## src/hdl/sfd_pkg.sv

```systemverilog
// shared types and constants of the stereo feedback delay
package sfd_pkg;

    localparam int SAMPLE_W  = 24;
    localparam int STORE_W   = 26;
    localparam int TAB_W     = 24;
    localparam int CFG_W     = 18;
    localparam int CFG_IDX_W = 2;

    localparam logic [CFG_IDX_W-1:0] CFG_DELAY    = 2'd0;
    localparam logic [CFG_IDX_W-1:0] CFG_FEEDBACK = 2'd1;
    localparam logic [CFG_IDX_W-1:0] CFG_DAMPING  = 2'd2;
    localparam logic [CFG_IDX_W-1:0] CFG_MIX      = 2'd3;

    localparam int DAMP_SCALE = 55706;
    localparam int FB_MAX     = 62259;
    localparam int UNITY      = 65536;

    typedef struct packed {
        logic        rd_en;
        logic        st_rd;
        logic        st_lp;
        logic        st_fb;
        logic        st_th;
        logic        st_ip;
        logic        wr_en;
        logic        vld;
        logic [15:0] coeff;
        logic [15:0] fb;
        logic [16:0] mix;
    } lane_ctrl_t;

    typedef struct packed {
        logic             we;
        logic [TAB_W-1:0] data;
    } tab_wr_t;

endpackage

```

## src/hdl/sfd_tanh_gen.sv

```systemverilog
// builds the tanh table after reset, one entry per serial divide and multiply
module sfd_tanh_gen import sfd_pkg::*; #(
    parameter int TANH_TABLE_SIZE = 1024
) (
    input  logic                                   clk,
    input  logic                                   rst_n,
    output tab_wr_t                                tab_wr,
    output logic [$clog2(TANH_TABLE_SIZE+1)-1:0]   tab_k,
    output logic [TAB_W-1:0]                       tmax,
    output logic                                   done
);
    localparam int KW = $clog2(TANH_TABLE_SIZE + 1);

    // exp(-8/n) as a q40 series, evaluated at elaboration
    function automatic logic [63:0] exp_q40(input int n_sz);
        logic [63:0] term;
        logic [63:0] r;
        logic [63:0] d;
        logic [63:0] num;
        logic [63:0] q;
        logic [64:0] rem;
        term = 64'd1 << 40;
        r    = 64'd1 << 40;
        for (int n = 1; n <= 24; n++)
        begin
            d   = 64'(n_sz) * 64'(n);
            num = (term << 3) + (d >> 1);
            q   = '0;
            rem = '0;
            for (int b = 63; b >= 0; b--)
            begin
                rem = {rem[63:0], num[b]};
                if (rem >= 65'(d))
                begin
                    rem  = rem - 65'(d);
                    q[b] = 1'b1;
                end
            end
            term = q;
            if ((n % 2) == 1)
            begin
                r = r - term;
            end
            else
            begin
                r = r + term;
            end
        end
        return r;
    endfunction

    localparam logic [63:0] R_Q40 = exp_q40(TANH_TABLE_SIZE);
    localparam logic [19:0] R_HI  = R_Q40[39:20];
    localparam logic [19:0] R_LO  = R_Q40[19:0];

    localparam logic [2:0] G_LOAD = 3'd0;
    localparam logic [2:0] G_DIV  = 3'd1;
    localparam logic [2:0] G_PUT  = 3'd2;
    localparam logic [2:0] G_MUL  = 3'd3;
    localparam logic [2:0] G_EXP  = 3'd4;
    localparam logic [2:0] G_DONE = 3'd5;

    logic [2:0]       st_reg;
    logic [40:0]      e_reg;
    logic [KW-1:0]    k_reg;
    logic [5:0]       cnt_reg;
    logic [63:0]      dvd_reg;
    logic [41:0]      den_reg;
    logic [41:0]      rem_reg;
    logic [TAB_W-1:0] q_reg;
    logic [60:0]      a_reg;
    logic [60:0]      acch_reg;
    logic [60:0]      accl_reg;
    logic [TAB_W-1:0] tmax_reg;

    logic [41:0] den_w;
    logic [41:0] num_w;
    logic [42:0] rem_sh;
    logic        take;
    logic [60:0] e_sum;

    assign den_w  = 42'(1) << 40;
    assign num_w  = (42'(1) << 40) - 42'(e_reg);
    assign rem_sh = {rem_reg, dvd_reg[63]};
    assign take   = rem_sh >= 43'(den_reg);
    assign e_sum  = acch_reg + (accl_reg >> 20);

    always_ff @(posedge clk or negedge rst_n)
    begin
        if (!rst_n)
        begin
            st_reg  <= G_LOAD;
            e_reg   <= 41'(1) << 40;
            k_reg   <= '0;
            cnt_reg <= '0;
        end
        else
        begin
            unique case (st_reg)
                G_LOAD:
                begin
                    cnt_reg <= '0;
                    st_reg  <= G_DIV;
                end
                G_DIV:
                begin
                    cnt_reg <= cnt_reg + 6'd1;
                    if (cnt_reg == 6'd63)
                    begin
                        st_reg <= G_PUT;
                    end
                end
                G_PUT:
                begin
                    cnt_reg <= '0;
                    if (k_reg == KW'(TANH_TABLE_SIZE))
                    begin
                        st_reg <= G_DONE;
                    end
                    else
                    begin
                        st_reg <= G_MUL;
                    end
                end
                G_MUL:
                begin
                    cnt_reg <= cnt_reg + 6'd1;
                    if (cnt_reg == 6'd19)
                    begin
                        st_reg <= G_EXP;
                    end
                end
                G_EXP:
                begin
                    e_reg  <= 41'(e_sum >> 20);
                    k_reg  <= k_reg + KW'(1);
                    st_reg <= G_LOAD;
                end
                G_DONE:
                begin
                    st_reg <= G_DONE;
                end
                default:
                begin
                    st_reg <= G_LOAD;
                end
            endcase
        end
    end

    always_ff @(posedge clk)
    begin
        case (st_reg)
            G_LOAD:
            begin
                den_reg <= den_w + 42'(e_reg);
                dvd_reg <= (64'(num_w) << 23) + 64'((den_w + 42'(e_reg)) >> 1);
                rem_reg <= '0;
                q_reg   <= '0;
            end
            G_DIV:
            begin
                dvd_reg <= dvd_reg << 1;
                if (take)
                begin
                    rem_reg <= 42'(rem_sh - 43'(den_reg));
                    q_reg   <= {q_reg[TAB_W-2:0], 1'b1};
                end
                else
                begin
                    rem_reg <= rem_sh[41:0];
                    q_reg   <= {q_reg[TAB_W-2:0], 1'b0};
                end
            end
            G_PUT:
            begin
                a_reg    <= 61'(e_reg);
                acch_reg <= '0;
                accl_reg <= '0;
                if (k_reg == KW'(TANH_TABLE_SIZE))
                begin
                    tmax_reg <= q_reg;
                end
            end
            G_MUL:
            begin
                a_reg <= a_reg << 1;
                if (R_HI[cnt_reg[4:0]])
                begin
                    acch_reg <= acch_reg + a_reg;
                end
                if (R_LO[cnt_reg[4:0]])
                begin
                    accl_reg <= accl_reg + a_reg;
                end
            end
            default:
            begin
            end
        endcase
    end

    assign tab_wr.we   = st_reg == G_PUT;
    assign tab_wr.data = q_reg;
    assign tab_k       = k_reg;
    assign tmax        = tmax_reg;
    assign done        = st_reg == G_DONE;
endmodule

```

## config.mk

```make
export PLATFORM = sky130hd
export DESIGN_NAME = sfd_tanh_gen
export DESIGN_NICKNAME = d
export VERILOG_FILES = /design/src/hdl/sfd_pkg.sv /design/src/hdl/sfd_tanh_gen.sv
export SDC_FILE = /design/constraint.sdc
export NUM_CORES = 1
export LEC_CHECK = 0
export CAP_MARGIN = 15
export CORE_MARGIN = 5
export CORE_UTILIZATION = 50
export CTS_CLUSTER_DIAMETER = 150
export DETAILED_ROUTE_END_ITERATION = 8
export DONT_BUFFER_PORTS = 1
export GPL_ROUTABILITY_DRIVEN = 0
export GPL_TIMING_DRIVEN = 0
export PLACE_DENSITY = 0.61
export SYNTH_ARGS = -nofsm -noshare
export SYNTH_HDL_FRONTEND = slang
export SYNTH_SLANG_ARGS = --single-unit
```

## constraint.sdc

```tcl
create_clock -name clk -period 14.6 [get_ports clk]
set_input_delay 0.73 -clock clk [delete_from_list [all_inputs] [get_ports clk]]
set_output_delay 0.73 -clock clk [all_outputs]
set_load 0.005 [all_outputs]
```

## After elaboration in Yosys (flattened, before gate mapping)

Memory sizes are Yosys's and may differ from the RTL's.
Cells that the tools add are included.
Widths: inputs -> output; s select.

| operators by class | value |
|---|---|
| reduce and logical (&&, ||, !) cells | 10 |
| order comparisons | 2 |
| equality and inequality tests | 12 |
| $add $sub $neg | 10 |
| mux-type cells | 17 |

Operators by type and width:

| cell | number |
|---|---|
| $pmux 61 s2 | 3 |
| $pmux 64 s2 | 1 |
| $add 61x61->61 | 2 |
| $mux 61 | 2 |
| $add 41x41->42 const A | 2 |
| $pmux 42 s2 | 1 |
| $add 64x41->64 | 1 |
| $add 61x41->61 | 1 |
| $pmux 24 s2 | 1 |
| $ge 43x42->1 | 1 |
| $mux 42 | 1 |
| $sub 42x42->42 | 1 |
| $sub 41x41->41 const A | 1 |
| $pmux 3 s5 | 1 |
| $pmux 6 s2 | 1 |
| $add 11x1->11 const B | 1 |
| $eq 11x11->1 const B | 1 |
| $mux 3 | 3 |
| $ne 2x2->1 const B | 4 |
| $reduce_and 2->1 | 4 |
| $add 6x1->6 const B | 1 |
| $eq 3x2->1 const B | 2 |
| $eq 3x3->1 const B | 2 |
| $eq 6x5->1 const B | 1 |
| 7 further kinds | 12 |

| word-level totals | value |
|---|---|
| bits in read-only memories | 64 |
| memories kept | 2 |
| input port bits | 2 |
| output and inout bits | 61 |
| word-level logic and storage cells | 65 |
| register bits | 440 |

Memories:

| name | depth | bits a word | rd ports | clocked after Yosys merged registers in | write ports | line | RTL |
|---|---|---|---|---|---|---|---|
| (no name shown) | 32 | 1 | 1 | 0 | 0 | sfd_tanh_gen.sv:192 | `if (R_LO[cnt_reg[4:0]])` |
| (no name shown) | 32 | 1 | 1 | 0 | 0 | sfd_tanh_gen.sv:188 | `if (R_HI[cnt_reg[4:0]])` |

## Depth between registers and ports, before layout

Gate-level depths: netlist of the first run.

| logic depth | value |
|---|---|
| word-level depth | 4 |
| mapped depth | 18 |
| gate-level depth less buffers | 18 |

## Worst setup path after synthesis of the first run

No wires, ideal clock.

| timing path | value |
|---|---|
| path type | register to register |
| from | register st_reg[1] |
| to | register accl_reg[0] (enable) |
| slack | 8.394 ns |
| data arrival time | 5.642 ns |
| setup time | 0.564 ns |
| cell stages (with the launch flop) | 6 |
| path buffers | 2 |
| period minus slack after synthesis | 6.206 ns |
| cell sequence | dfrtp_1 clkbuf_1 nor2b_1 nand2_1 clkbuf_1 o21ai_0 |

| on the way | value |
|---|---|
| cells in the longest elaborated chain, start to end | 3 |

RTL lines:

| element | line | RTL |
|---|---|---|
| from (decl) | sfd_tanh_gen.sv:63 | `logic [2:0] st_reg;` |
| from (signal assigned) | sfd_tanh_gen.sv:92 | `st_reg <= G_LOAD;` |
| from (signal assigned) | sfd_tanh_gen.sv:103 | `st_reg <= G_DIV;` |
| from (signal assigned) | sfd_tanh_gen.sv:110 | `st_reg <= G_PUT;` |
| $eq 3x2->1 | sfd_tanh_gen.sv:153 | `case (st_reg)` |
| $ne 2x2->1 (no line) or $reduce_bool 2->1 (tied branches) | -- |  |
| $reduce_and 2->1 (no line) (*) | -- |  |
| to (signal assigned) | sfd_tanh_gen.sv:194 | `accl_reg <= accl_reg + a_reg;` |
| to (decl) | sfd_tanh_gen.sv:73 | `logic [60:0] accl_reg;` |

Mark *: on every way between the ends. The rest lies on a longest branch, timed or not.
A chain may end at the register's enable or synchronous reset.

## Worst setup path in the final report of the first run

| timing path | value |
|---|---|
| from | register e_reg[5] |
| to | register dvd_reg[42] (data pin) |

| on the way | value |
|---|---|
| cells in the longest elaborated chain, start to end | 3 |

RTL lines:

| element | line | RTL |
|---|---|---|
| from (decl) | sfd_tanh_gen.sv:64 | `logic [40:0] e_reg;` |
| from (signal assigned) | sfd_tanh_gen.sv:93 | `e_reg <= 41'(1) << 40;` |
| from (signal assigned) | sfd_tanh_gen.sv:135 | `e_reg <= 41'(e_sum >> 20);` |
| $sub 41x41->41 or $add 41x41->42 (tied branches) | sfd_tanh_gen.sv:83, sfd_tanh_gen.sv:157 |  |
| $add 64x41->64 (*) | sfd_tanh_gen.sv:157 | `dvd_reg <= (64'(num_w) << 23) + 64'((den_w + 42'(e_reg)) >> 1);` |
| $pmux 64 s2 (*) | sfd_tanh_gen.sv:153 |  |
| to (signal assigned) | sfd_tanh_gen.sv:157 |  |
| to (signal assigned) | sfd_tanh_gen.sv:163 | `dvd_reg <= dvd_reg << 1;` |
| to (decl) | sfd_tanh_gen.sv:67 | `logic [63:0] dvd_reg;` |

Marked as above.

==> flow_metrics.tcl, run 1 <==
set metrics [dict create \
    synth_edf_count 379 \
    slew_headroom_pct 18.87 \
    combinationalPowerShare_pct 0.2 \
    synth_area_leaders "edfxtp_1 (38%), ha_1 (9.4%), nand2_1 (5.1%)" \
    grt_usage_pct 26.37 \
    grt_setup_unrepaired "false" \
    crit_fanout 8 \
    coreArea_um2 60020 \
    yosysUniqueCellTypes 85 \
    cts_max_path_buffers 3 \
    fin_cells 4084 \
    num_io_pins 63 \
    min_from "e_reg[4]$_DFFE_PN0N_" \
    root_buffer "clkbuf_16" \
    fillers 5404 \
    cts_setup_buffers 0 \
    p_per_area_nw_per_um2 81.76 \
    die_w_um 255.3 \
    crit_path_start_kind "flip-flop" \
    r2r-start "e_reg[5]$_DFFE_PN0N_" \
    ys.flop_type "edfxtp_1" \
    peakVddDrop_uv 87.77 \
    holdWs_ns 0.4673 \
    synth_top_area_share_pct 37.83 \
    antenna_cells 0 \
    numCtsBuffers 51 \
    cp-startpoint "e_reg[5]$_DFFE_PN0N_" \
    critical_path_class "flip-flop to flip-flop" \
    syn2layout_area_growth_pct 9.852 \
    hold_viol 0 \
    avgRoutedWirePerCell_um 21.53 \
    crit_chain "nor4_2 > nand2_1 > nor2_1 > xnor2_1 > ha_1 > a21o_1 > a21o_1 > a2111oi_0 > a21boi_0 > o31ai_1 > a31oi_1 > mux2i_1 > a2bb2oi_1 > xnor2_1 > a21oi_1" \
    max_stage_delay_ns 0.69 \
    p_sw_uw 564.8 \
    cellLeakagePower_nw 13.84 \
    drt_first_pass_iters 5 \
    yosysTopAreaCell "edfxtp_1" \
    num_rows 90 \
    port_buffers 0 \
    ant_nets 0 \
    most-common-layout-cells "nand2_1 (407), edfxtp_1 (379), nor2_1 (291), a21oi_1 (239), ha_1 (226)" \
    async_flop_share_pct 13.86 \
    synth_area_um2 30090 \
    overflow 0 \
    synthCells 3194 \
    routed_wl_mm 87.93 \
    dp_hpwl_mm 67.07 \
    status "complete, no violations" \
    layout_commonest_cell "nand2_1" \
    drt-initial-drc-count 1960 \
    skew_ns 0.02711 \
    cts_sinks 440 \
    final_nets 3491 \
    fin_crit_ns 4.899 \
    end_kind "flip-flop" \
    cp.required_ns 14.95 \
    grt_start_max_net_pins 73 \
    vias 24535 \
    tns_ns 0 \
    p_clk_share_pct 50.0 \
    initial_utilization_pct 50.13 \
    clk_latency_ns 0.63 \
    ys_seq_elements 440 \
    fmax_ghz 0.2041 \
    ys_seq_area_share_pct 42.91 \
    largest_reg_flops 64 \
    cp_data_arrival_time_ns 5.25 \
    tightestPinTransition_ns 1.217 \
    syn_nets 3426 \
    htree_levels 2 \
    grt_pass1_wl_mm 135.2 \
    viasPerCell 6.008 \
    seqPwrFrac_pct 49.9 \
    crit_slowest_cell "nor4_2" \
    drive_above_1_share_pct 4.482 \
    ys_warn_count 0 \
    min_period_over_period_pct 33.55 \
    hold_path_class "flip-flop to flip-flop" \
    setup_violations 0 \
    drcViolationCount 0 \
    die_h_um 255.3 \
    cts_tree "yes" \
    drv_slew 0 \
    avgSynthCellArea_um2 9.419 \
    drv_cap 0 \
    intPower_mw 2.137 \
    place_inst 3985 \
    die_area_um2 65180 \
    grt_pass1_vias 23476 \
    antenna_found_initial 0 \
    sw_frac_of_total_pct 20.90 \
    clkTransAtPathRegs_ns 0.06 \
]
==> through the flow <==
| stage | area [um^2] | util [%] | power, mW | setup WS, ns |
|---|---|---|---|---|
| final | 33050 | 55.06 | 2.702 | 9.701 |
| after global routing | 33050 | 55.06 | 2.778 | 9.248 |
| after global placement | 31060 | 51.76 | 1.374 | 4.059 |
| after detailed placement | 31240 | 52.04 | 1.374 | 9.698 |
| after CTS | 33040 | 55.06 | 2.723 | 9.694 |
| after floorplan | 30090 | - | 1.374 | 8.394 |
==> cells by family (layout without fill, tap and decap cells) <==
kind of cell	after synthesis	in the layout	share of synthesized area (%)
AO/OA/AOI/OAI	835	835	17.55
XOR/XNOR	255	255	7.424
adder cells (fa/ha/maj)	230	230	9.665
buffers and inverters	259	367	3.352
flip-flops	440	440	42.91
multiplexers	47	47	1.568
AND/OR/NAND/NOR	1128	1128	17.54
==> synthesized netlist by cell type, drive strengths merged, types with 5 or more instances <==
master / instances
a211o: 6
a211oi: 16
a21boi: 12
a21o: 140
a21oi: 240
a221oi: 10
a311oi: 10
a31o: 5
a31oi: 32
and2: 16
and3: 78
and4: 11
buf: 16
clkbuf: 127
dfrtp: 60
edfxtp: 379
ha: 226
inv: 116
mux2i: 46
nand2: 407
nand2b: 35
nand3: 71
nand4: 47
nor2: 294
nor2b: 33
nor3: 57
nor3b: 10
nor4: 14
nor4b: 5
o211a: 6
o211ai: 17
o21a: 32
o21ai: 198
o21bai: 40
o31a: 7
o31ai: 24
or2: 13
or3: 20
or4: 7
xnor2: 144
xor2: 111
==> routing by layer <==
layer / track usage [%] / wire [um] / part of all wire, % / vias to the layer above
li1: - / - / - / 11769
met1: 36.79 / 38970 / 44 / 11825
met2: 43.63 / 41150 / 47 / 785
met3: 3.445 / 5238 / 6.0 / 156
met4: 7.294 / 2576 / 2.9 / 0
met5: 0 / 0 / 0 / -
==> area by class of cell <==
cell class                      instances  area, um^2  share of cell area, %
Buffer                                143       580.6                  1.757
Timing Repair Buffer                   12       182.7                 0.5527
Sequential cell                       440       12910                  39.06
Clock buffer                           70        1449                  4.384
Tap cell                              782       978.4                  2.961
Inverter                              116       435.4                  1.317
Clock inverter                         26       321.6                 0.9730
Multi-Input combinational cell       2495       16190                  49.00
==> worst paths after layout <==
path                                         end  slack [ns]  cells past startpoint
max                        dvd_reg[42]$_DFFE_PP_        9.70                     15
min                         den_reg[4]$_DFFE_PP_        0.47                      0
max reg2reg                dvd_reg[42]$_DFFE_PP_        9.70                     15
min reg2reg                 den_reg[4]$_DFFE_PP_        0.47                      0
max in group asynchronous   tab_k[7]$_DFFE_PN0N_       13.64                      2
min in group asynchronous  st_reg[2]$_DFFE_PN0P_        0.65                      2
==> worst max-delay path: cells and delay by family (launching register included) <==
| family | cells | cell delay (ns) |
|---|---|---|
| fa+ha+maj | 1 | 0.32 |
| simple gates | 3 | 1.15 |
| compound gates | 8 | 2.05 |
| mux | 1 | 0.25 |
| flops | 1 | 0.56 |
| xor+xnor | 2 | 0.31 |
==> power by group through the flow <==
stage | sequential [mW] | combinational (mW) | clock (mW)
floorplan | 1.37 | 0.00000864 | 0
global placement | 1.37 | 0.00000864 | 0
detailed placement | 1.37 | 0.00000871 | 0
CTS | 1.35 | 0.00464 | 1.37
global route | 1.35 | 0.00517 | 1.43
finish | 1.35 | 0.00442 | 1.35
==> timing repair <==
action	in CTS	in global routing
hold buffers	2	0
resized for setup	0	0
hold endpoints to repair	61	0
Note: power is estimated with default switching activity, not from simulation.
==> run 2: changes to the inputs <==
--- a/config.mk
+++ b/config.mk
@@ -5,6 +5,7 @@
 export SDC_FILE = /design/constraint.sdc
 export NUM_CORES = 1
 export LEC_CHECK = 0
+export ABC_AREA = 1
 export CAP_MARGIN = 15
 export CORE_MARGIN = 5
 export CORE_UTILIZATION = 50
@@ -13,7 +14,7 @@
 export DONT_BUFFER_PORTS = 1
 export GPL_ROUTABILITY_DRIVEN = 0
 export GPL_TIMING_DRIVEN = 0
-export PLACE_DENSITY = 0.61
+export PLACE_DENSITY = 0.64
 export SYNTH_ARGS = -nofsm -noshare
 export SYNTH_HDL_FRONTEND = slang
 export SYNTH_SLANG_ARGS = --single-unit
==> constraint.sdc (replaced) <==
create_clock -name clk -period 4.4 [get_ports clk]
set_input_delay 0.22 -clock clk [delete_from_list [all_inputs] [get_ports clk]]
set_output_delay 0.22 -clock clk [all_outputs]
set_load 0.005 [all_outputs]
==> run 2 against run 1 <==
Against the previous run:
- clock power grew to 3.3 times the previous value
- die area grew 15%
- non-clock buffer count shrank 74
- clock skew grew 0.010 ns
- critical endpoint is now acch_reg[35]$_SDFFCE_PN0P_
==> flow_metrics.tcl, run 2 <==
set metrics [dict create \
    status "complete, no violations" \
    cp_data_arrival_time_ns 4.43 \
    numCtsBuffers 50 \
    finish.utilization_pct 55.33 \
    yosysTopAreaCell "edfxtp_1" \
    r2r_cells 9 \
    routed_wl_mm 126.6 \
    synth_area_leaders "edfxtp_1 (33%), nand2_1 (12%), ha_1 (8.1%)" \
    finalPower_mw 8.970 \
    drive_above_1_share_pct 3.916 \
    async_flop_share_pct 13.86 \
    synth_commonest_cells "nand2_1 (1098), inv_1 (692), nor2_1 (674)" \
    avgRoutedWirePerCell_um 21.60 \
    cp.required_ns 4.86 \
    hold_path_class "primary input to asynchronous set/reset pin" \
    clkTransAtPathRegs_ns 0.06 \
    htree_levels 2 \
    final_nets 5121 \
    setup_violations 0 \
    coreArea_um2 68710 \
    root_buffer "clkbuf_16" \
    dp_hpwl_mm 103.7 \
    cts_sinks 440 \
    crit_fanout 21 \
    p_per_area_nw_per_um2 236.0 \
    drv_slew 0 \
    cts_tree "yes" \
    dp_slack_ns 0.6272 \
    slew_headroom_pct 20.49 \
    min_period_over_period_pct 90.31 \
    drv_cap 0 \
    crit_buf_inv 5 \
    antenna_found_initial 3 \
    port_buffers 0 \
    ys_seq_elements 440 \
    crit_slowest_cell "clkbuf_1" \
    ys_seq_area_share_pct 37.19 \
    die_h_um 273.5 \
    avgSynthCellArea_um2 7.202 \
    largest_reg_flops 64 \
    die_w_um 273.5 \
    synth_area_um2 34710 \
    max_stage_delay_ns 0.77 \
    critical_path_class "flip-flop to flip-flop" \
    hold_viol 0 \
    fmax_ghz 0.2517 \
    vias 33980 \
    clk_latency_ns 0.64 \
    crit_path_start_kind "flip-flop" \
    place_inst 5766 \
    fin_ws_ns 0.4265 \
    r2r-start "st_reg[1]$_DFFE_PN0P_" \
    cts_max_path_buffers 3 \
    grt_setup_unrepaired "false" \
    drcViolationCount 0 \
    grt_usage_pct 32.89 \
    num_rows 96 \
    grt_start_max_net_pins 62 \
    fin_crit_ns 3.973 \
    ys_warn_count 0 \
    num_io_pins 63 \
    syn2layout_area_growth_pct 9.516 \
    drt_first_pass_iters 8 \
    syn_nets 5052 \
    holdWs_ns 0.1492 \
    ant_nets 0 \
    layout_commonest_cell "nand2_1" \
    end_kind "flip-flop" \
    ys.flop_type "edfxtp_1" \
    yosysUniqueCellTypes 56 \
    drt-initial-drc-count 3935 \
    grt_pass1_vias 31634 \
    synth_edf_count 379 \
    crit_chain "inv_1 > nor2_4 > buf_16 > nand2_1 > inv_1 > clkbuf_1 > clkbuf_1 > o21ai_0 > a21oi_1" \
    initial_utilization_pct 50.52 \
    die_area_um2 74790 \
    synth_most_common_cell "nand2_1" \
    viasPerCell 5.798 \
    overflow 0 \
    cellLeakagePower_nw 15.77 \
    fin_cells 5861 \
    fillers 6827 \
    peakVddDrop_uv 410.9 \
    skew_ns 0.03737 \
    cts_setup_buffers 0 \
    tightestPinTransition_ns 1.188 \
    crit_family "buffers and inverters" \
    r2r_slack_ns 0.43 \
    synth_top_area_share_pct 32.79 \
    r2r-end "acch_reg[35]$_SDFFCE_PN0P_" \
    grt_pass1_wl_mm 188.4 \
    synthCells 4820 \
    most-common-layout-cells "nand2_1 (1098), inv_1 (692), nor2_1 (671), a21oi_1 (411), o21ai_0 (405)" \
]
[run 2: cell types whose count changed after synthesis, sizes merged, moves of 54 or more]
cell | previous run | this run
nand2 | 407 | 1121
inv | 116 | 698
nor2 | 294 | 710
o21ai | 198 | 426
a21oi | 240 | 411
nand3 | 71 | 236
xnor2 | 144 | 40
a21o | 140 | 40
clkbuf | 127 | 47
and3 | 78 | 7
xor2 | 111 | 57
[run 2: cell type report]
cell class	count	area, um^2	share of cell area (%)
multi-input combinational	3616	18950	49.84
clock buffer	63	1384	3.640
clock inverter	29	361.6	0.9512
sequential	440	12910	33.96
antenna	1	2.502	0.006583
timing repair buffer	17	340.3	0.8952
tap	931	1165	3.064
buffer	64	276.5	0.7274
inverter	700	2629	6.915
[run 2: worst max-delay path by stage]
stage,startpoint,end,slack [ns],cells after the start
after floorplan,st_reg[2]$_DFFE_PN0P_,dvd_reg[0]$_SDFFCE_PP0P_,0.07,2
after global placement,st_reg[2]$_DFFE_PN0P_,acch_reg[11]$_SDFFCE_PN0P_,-2.51,5
after detailed placement,st_reg[2]$_DFFE_PN0P_,acch_reg[11]$_SDFFCE_PN0P_,0.63,8
after CTS,st_reg[1]$_DFFE_PN0P_,acch_reg[11]$_SDFFCE_PN0P_,0.56,8
after global routing,st_reg[1]$_DFFE_PN0P_,acch_reg[50]$_SDFFCE_PN0P_,0.29,9
final,st_reg[1]$_DFFE_PN0P_,acch_reg[35]$_SDFFCE_PN0P_,0.43,9
[run 2: cells by family (layout without fill, tap and decap cells)]
logic type | count (synthesis) | in the layout | synth area share [%]
simple gates | 2245 | 2245 | 27.15
compound gates | 1044 | 1044 | 16.47
buf+inv | 764 | 873 | 8.370
flops | 440 | 440 | 37.19
fa+ha+maj | 230 | 230 | 8.377
xor+xnor | 97 | 97 | 2.447
other cells | 0 | 1 | 0
[run 2: repair_timing]
action,in CTS,in global routing
endpoints found under the hold margin,61,0
resized for setup,0,0
hold buffers,2,0
endpoints found under the setup margin,0,0
[run 2: metal layers]
metal | track usage [%] | up-vias | part of all wire [%]
met5 | 0 | - | 0.017
met1 | 42.43 | 15701 | 39
met4 | 17.87 | 4 | 6.8
li1 | - | 16272 | -
met2 | 53.16 | 1621 | 45
met3 | 5.250 | 382 | 9.3
[run 2: metrics by stage]
stage | cell area [um^2] | setup TNS, ns
floorplan | 34740 | 0
global placement | 35900 | -577.26
detailed placement | 36230 | 0
CTS | 38010 | 0
global route | 38020 | 0
finish | 38020 | 0
[run 2: power breakdown]
group	switching [mW]	leakage [nW]	internal (mW)
logic	0.0112	10.7	0.00314
registers	0	4.24	4.47
clock network	1.84	0.856	2.65
